$ cat src/pcse_pkg.sv
// Shared types, widths, command codes and the 48-bit saturation helper
// for the spline evaluator. No dependencies.
package pcse_pkg;

    localparam int DATA_W  = 48;   // Q24.24 words
    localparam int U_W     = 32;   // Q4.28 parameter and breakpoints
    localparam int BP_W    = 32;
    localparam int CNT_W   = 5;    // point count
    localparam int IDX_W   = 6;
    localparam int CMD_W   = 3;
    localparam int SEG_W   = 4;
    localparam int SUM_W   = 54;   // signed headroom before clipping
    localparam int HALF_W  = 24;   // multiplicand split
    localparam int PROD_W  = HALF_W + U_W;
    localparam int WIDE_W  = PROD_W + HALF_W;
    localparam int FRAC_W  = 28;
    localparam int MAG_W   = WIDE_W - FRAC_W;

    localparam int S_TDATA_W = 88;
    localparam int M_TDATA_W = 200;
    localparam int M_TUSER_W = 2;

    localparam logic [CMD_W-1:0] CMD_EVAL   = 3'd0;
    localparam logic [CMD_W-1:0] CMD_WR_BP  = 3'd1;
    localparam logic [CMD_W-1:0] CMD_WR_CX  = 3'd2;
    localparam logic [CMD_W-1:0] CMD_WR_CY  = 3'd3;
    localparam logic [CMD_W-1:0] CMD_WR_EPX = 3'd4;
    localparam logic [CMD_W-1:0] CMD_WR_EPY = 3'd5;

    typedef struct packed {
        logic              bp_we;
        logic              cx_we;
        logic              cy_we;
        logic [IDX_W-1:0]  addr;
        logic [DATA_W-1:0] data;
    } tbl_wr_t;

    typedef struct packed {
        logic                     done;
        logic                     sat;
        logic signed [DATA_W-1:0] value;
    } qmac_res_t;

    typedef struct packed {
        logic                     clipped;
        logic signed [DATA_W-1:0] value;
    } sat_t;

    // clip a wide signed value to the 48-bit range
    function automatic sat_t sat48(input logic signed [SUM_W-1:0] v);
        sat_t                    r;
        logic [SUM_W-DATA_W:0]   hi;
        hi = v[SUM_W-1:DATA_W-1];
        if ((&hi) || !(|hi)) begin
            r.clipped = 1'b0;
            r.value   = v[DATA_W-1:0];
        end else begin
            r.clipped = 1'b1;
            r.value   = v[SUM_W-1] ? {1'b1, {(DATA_W-1){1'b0}}}
                                   : {1'b0, {(DATA_W-1){1'b1}}};
        end
        return r;
    endfunction

endpackage

$ cat src/pcse_qmac.sv
// Multiply-add unit: sat48(round(a*u >> 28) + c), one 24x32 multiplier
// used twice per product, with a registered result. Depends on pcse_pkg.
module pcse_qmac (
    input  logic                                aclk,
    input  logic                                aresetn,
    input  logic                                start,
    input  logic signed [pcse_pkg::DATA_W-1:0]  a,
    input  logic signed [pcse_pkg::U_W-1:0]     b,
    input  logic signed [pcse_pkg::DATA_W-1:0]  c,
    output pcse_pkg::qmac_res_t                 res
);

    localparam logic [pcse_pkg::WIDE_W-1:0] RND = pcse_pkg::WIDE_W'(1) << (pcse_pkg::FRAC_W - 1);

    logic [3:0]                          v_reg;
    logic                                done_reg;
    logic [pcse_pkg::DATA_W-1:0]         ma_reg;
    logic [pcse_pkg::U_W-1:0]            mb_reg;
    logic                                neg_reg;
    logic signed [pcse_pkg::DATA_W-1:0]  c_reg;
    logic [pcse_pkg::PROD_W-1:0]         plo_reg;
    logic [pcse_pkg::PROD_W-1:0]         phi_reg;
    logic [pcse_pkg::MAG_W-1:0]          m_reg;
    logic                                sat_reg;
    logic signed [pcse_pkg::DATA_W-1:0]  val_reg;

    logic [pcse_pkg::HALF_W-1:0]         mul_op;
    logic [pcse_pkg::PROD_W-1:0]         prod;
    logic [pcse_pkg::WIDE_W-1:0]         wide_sum;
    logic signed [pcse_pkg::SUM_W-1:0]   mag_s;
    logic signed [pcse_pkg::SUM_W-1:0]   total;
    pcse_pkg::sat_t                      clip;

    // low half first, then high half
    assign mul_op   = v_reg[0] ? ma_reg[pcse_pkg::HALF_W-1:0]
                               : ma_reg[pcse_pkg::DATA_W-1:pcse_pkg::HALF_W];
    assign prod     = pcse_pkg::PROD_W'(mul_op) * pcse_pkg::PROD_W'(mb_reg);
    assign wide_sum = {phi_reg, {pcse_pkg::HALF_W{1'b0}}}
                    + {{pcse_pkg::HALF_W{1'b0}}, plo_reg} + RND;

    always_comb begin
        mag_s = pcse_pkg::SUM_W'(m_reg);
        total = (neg_reg ? -mag_s : mag_s) + pcse_pkg::SUM_W'(c_reg);
        clip  = pcse_pkg::sat48(total);
    end

    always_ff @(posedge aclk) begin
        if (!aresetn) begin
            v_reg    <= '0;
            done_reg <= 1'b0;
        end else begin
            v_reg    <= {v_reg[2:0], start};
            done_reg <= v_reg[3];
        end
    end

    always_ff @(posedge aclk) begin
        if (start) begin
            ma_reg  <= a[pcse_pkg::DATA_W-1] ? -a : a;
            mb_reg  <= b[pcse_pkg::U_W-1] ? -b : b;
            neg_reg <= a[pcse_pkg::DATA_W-1] ^ b[pcse_pkg::U_W-1];
            c_reg   <= c;
        end
        if (v_reg[0]) plo_reg <= prod;
        if (v_reg[1]) phi_reg <= prod;
        if (v_reg[2]) m_reg   <= wide_sum[pcse_pkg::WIDE_W-1:pcse_pkg::FRAC_W];
        if (v_reg[3]) begin
            sat_reg <= clip.clipped;
            val_reg <= clip.value;
        end
    end

    assign res.done  = done_reg;
    assign res.sat   = sat_reg;
    assign res.value = val_reg;

endmodule

$ cat config.mk
export PLATFORM = sky130hd
export DESIGN_NAME = pcse_qmac
export DESIGN_NICKNAME = d
export VERILOG_FILES = /design/src/pcse_pkg.sv /design/src/pcse_qmac.sv
export SDC_FILE = /design/constraint.sdc
export NUM_CORES = 2
export LEC_CHECK = 0
export BUFFER_PORTS_ARGS = -buffer_cell sky130_fd_sc_hd__buf_2
export CORE_MARGIN = 10
export CORE_UTILIZATION = 50
export CTS_CLUSTER_DIAMETER = 50
export DETAILED_ROUTE_END_ITERATION = 10
export PLACE_DENSITY = 0.66
export SETUP_SLACK_MARGIN = 0.4
export SYNTH_ARGS = -nofsm -noshare
export SYNTH_HDL_FRONTEND = slang
export SYNTH_SLANG_ARGS = --single-unit
$ cat constraint.sdc
create_clock -name aclk -period 10.29 [get_ports aclk]
set_input_delay 2.058 -clock aclk [delete_from_list [all_inputs] [get_ports aclk]]
set_output_delay 2.058 -clock aclk [all_outputs]
set_load 0.05 [all_outputs]
==> summary.md <==
The cell sitting at the root of the clock tree is a clkbuf_16. After the first detailed-routing iteration, the DRC count stood at 1,790. The run gives 0.60 ns as the worst-skew pair later-pin latency. The logs give 32,180 for the via count of the first global-routing pass and 4,355 for the gate count of the mapped netlist.

The worst clock skew on the final layout is 0.02247 ns, and the final count of pins violating max slew is 0. The relative max-transition margin is 13.01%. The logs give 72 for the number of different library cells in the post-synthesis netlist and 5,492 for the final net count. The number of placed I/O pins is 181.

The tools report the overall track demand over capacity in global routing as 22.24%. Compared with the post-synthesis result, the final layout area differs by 7.426%. The run gives 0 as the hold buffer count at cts. Once the clock tree was built, the setup fixing pass inserted 0 buffers. The number of vias in the routed layout was 30,120. Entering global routing, the biggest net connects 71 pins.

The tool flagged a number of max-cap violations equal to 0. Data on the critical path is required at its endpoint by 10.61 ns. For this run, the top clock speed supported by timing is 110.9 MHz.

The run gives 0 as the count of final hold-check violations. The floorplan step set the die width to 312.6 microns. The worst path in the final design needs a cycle of 9.014 ns, including I/O delays and setup.

The top fanout value on the critical path works out to 32. Counting every net in the synthesized netlist gives 5,445. The leading cell type in the layout, fill and taps excluded was inv_1. The number of endpoints failing setup at the final stage was 0; the count of yosys warnings during synthesis was 0. The number of antenna violations at the first check in global routing was 3; the data arrival time of the worst path was 9.33 ns. Number of enable flip-flop cells after synthesis: 318. Measured along the y axis, the die boundary spans 312.6 microns. For this run, the slowest stage of the critical path takes 0.83 ns.

The transition time of the tightest slew-check pin is 1.305 ns, and the clock-pin slew on the worst setup and hold paths is 0.06 ns. The classification of the worst-slack hold path was flip-flop to flip-flop. The number of buffers and inverters on the critical path is 3.

The kind of cell with the highest combined delay along the critical path is adder cells. The critical path is of the flip-flop to flip-flop type. The remaining number of nets flagged by the antenna check after routing was 0. The first global-routing pass estimated 174.9 mm of wire.

For this run, design rule violations remaining after detail routing come to 0. The synthesized area per cell works out to 9.826 sq um. Counting along the longest clock path gives a buffer depth of 3. STA classifies the critical path endpoint as a flip-flop.

Once the clock tree was built, the resizer swapped 0 gates to a different size. Input and output buffers added on the ports amount to 180. By instance count, the cell type seen most on the critical path is fa_1. The tools report the post-route core utilization as 54.08%. Traced cell by cell, the critical path runs through mux2_2 > nand2_1 > fa_1 > fa_1 > inv_1 > fa_1 > ha_1 > fa_1 > inv_1 > fa_1 > fa_1 > inv_1 > ha_1 > and2_1 > a221oi_1 > o21ai_0 > a311o_1 > a221oi_1 > a21oi_1 > a211oi_1 > o31ai_1 > a21oi_1 > xnor2_1. For the area enclosed by the die boundary, the log shows 97,690 sq um. The post-route setup TNS came out at 0 ns.

The flow ran to the end, and the final reports show no timing, DRC or antenna violations. For the sequential cell area fraction in the yosys report, the log shows 22.55%. The clock drives 323 sinks. After synthesis, the share of flip-flops with an asynchronous set or reset is 0%. Summing every instance area after synthesis gives 42,790 sq um. Slowest stage cell on the critical path: dfxtp_2. The first-pass detailed-route iteration total is 5. The number of register bits inferred by synthesis was 323; the total clock buffers created by CTS was 42. Summed over all layers, the global routing overflow is 0. The number of antenna diodes in the final layout is 0. For the H-tree depth, the log shows 2. Dividing the detail-routed via count by the number of cells gives 5.397. In the layout the commonest cells are inv_1 (768), fa_1 (659), nand2_1 (490), and2_1 (328), edfxtp_1 (318). The placer's final routability congestion estimate was 0.9128; the starting density of the core was 50.34%.

In this run the core area contains 107 standard-cell rows. The primary flip-flop cell chosen by synthesis mapping is edfxtp_1. The HPWL after detailed placement is 84.76 mm. Setup repair after global routing left no endpoint under its margin.

Counting the fill cells in the layout gives 7,603. TritonCTS built the clock tree. Of the available clock period, the critical path in the final layout requires 87.60%. In the final layout, the share of cells above drive strength 1 is 7.574%. The tools report the startpoint kind of the worst setup timing path as a flip-flop. The final layout contains routed wiring with a total length of 107.4 mm.

The average wire per standard cell works out to 19.24 microns. The region available for standard cell placement spans 85,010 sq um. The register with the most flip-flops in the layout has 56 of them.
[synthesized netlist by cell type, drive strengths merged (3+ instances only)]
cell type	count	share of area, %
inv	768	6.7
fa	659	31
nand2	490	4.3
and2	328	4.8
edfxtp	318	22
ha	300	8.8
xnor2	211	4.3
clkbuf	208	1.8
o21ai	160	1.9
a21oi	134	1.6
nor2b	106	1.5
nor2	90	0.79
a21o	71	1.2
xor2	63	1.3
nand4	48	0.70
o31ai	41	0.75
nand3	40	0.48
nor3	29	0.37
or3	27	0.43
mux2	22	0.58
o21bai	22	0.39
and3	20	0.29
or4	19	0.35
nand2b	17	0.25
o21a	17	0.30
o41ai	16	0.33
a31oi	13	0.19
nor4	13	0.19
a211oi	12	0.21
a221oi	10	0.20
o211ai	9	0.16
a21boi	7	0.12
and4	7	0.14
buf	7	0.12
dfxtp	5	0.23
nor3b	4	0.070
a2111oi	3	0.064
a31o	3	0.061
a41o	3	0.070
mux2i	3	0.070
o22ai	3	0.044
or2	3	0.044
[routing by layer]
metal | global-route usage (%) | wire length [microns]
met1 | 29.71 | 46690
met2 | 36.61 | 50130
met3 | 4.376 | 7499
met4 | 6.225 | 2992
met5 | 0 | 42
[area by class of cell]
type	instances	area [sq um]	area share, %
Sequential cell	323	9654	21.00
Clock inverter	32	266.5	0.5797
Tap cell	1144	1431	3.114
Clock buffer	46	1076	2.341
Inverter	768	2883	6.271
Timing Repair Buffer	218	1192	2.594
Multi-Input combinational cell	3049	29470	64.10
[metrics by stage]
stage          hold WS, ns  worst slack, ns  cells  instance area [sq um]
2_1_floorplan       0.5269            1.571   4355                  42790
3_3_place_gp        0.5177            1.525   5502                  44630
3_5_place_dp        0.5130            1.312   5502                  44630
4_1_cts             0.5260            1.283   5580                  45970
5_1_grt             0.5342           0.8277   5580                  45970
6_report            0.5185            1.276   5580                  45970
[cell families (layout without fill, tap and decap cells)]
group / after synthesis / in the layout / synth area share (%)
flops: 323 / 323 / 22.55
mux: 25 / 25 / 0.6491
fa+ha+maj: 959 / 959 / 39.60
compound gates: 545 / 545 / 8.032
buf+inv: 983 / 1064 / 8.678
simple gates: 1246 / 1246 / 14.87
xor+xnor: 274 / 274 / 5.625
[worst reg2reg max path: stages (launching register included)]
cell	delay, ns
dfxtp_2	0.83
mux2_2	0.83
nand2_1	0.21
fa_1	0.51
fa_1	0.55
inv_1	0.05
fa_1	0.44
ha_1	0.23
fa_1	0.53
inv_1	0.05
fa_1	0.47
fa_1	0.55
inv_1	0.04
ha_1	0.33
and2_1	0.20
a221oi_1	0.54
o21ai_0	0.30
a311o_1	0.45
a221oi_1	0.47
a21oi_1	0.29
a211oi_1	0.46
o31ai_1	0.11
a21oi_1	0.18
xnor2_1	0.10
[path summary, 6_finish.rpt]
kind / slack [ns] / end / start / depth (start not counted)
hold reg to reg: 0.52 / phi_reg[50]$_DFFE_PP_ / v_reg[1]$_SDFF_PN0_ / 0
setup / recovery: 1.28 / phi_reg[42]$_DFFE_PP_ / v_reg[0]$_SDFF_PN0_ / 23
setup reg to reg: 1.28 / phi_reg[42]$_DFFE_PP_ / v_reg[0]$_SDFF_PN0_ / 23
hold / removal: 0.52 / phi_reg[50]$_DFFE_PP_ / v_reg[1]$_SDFF_PN0_ / 0
Power is left out: the tool's default activity adds up to more than one toggle a clock period on the data nets, which glitch-free logic cannot reach.
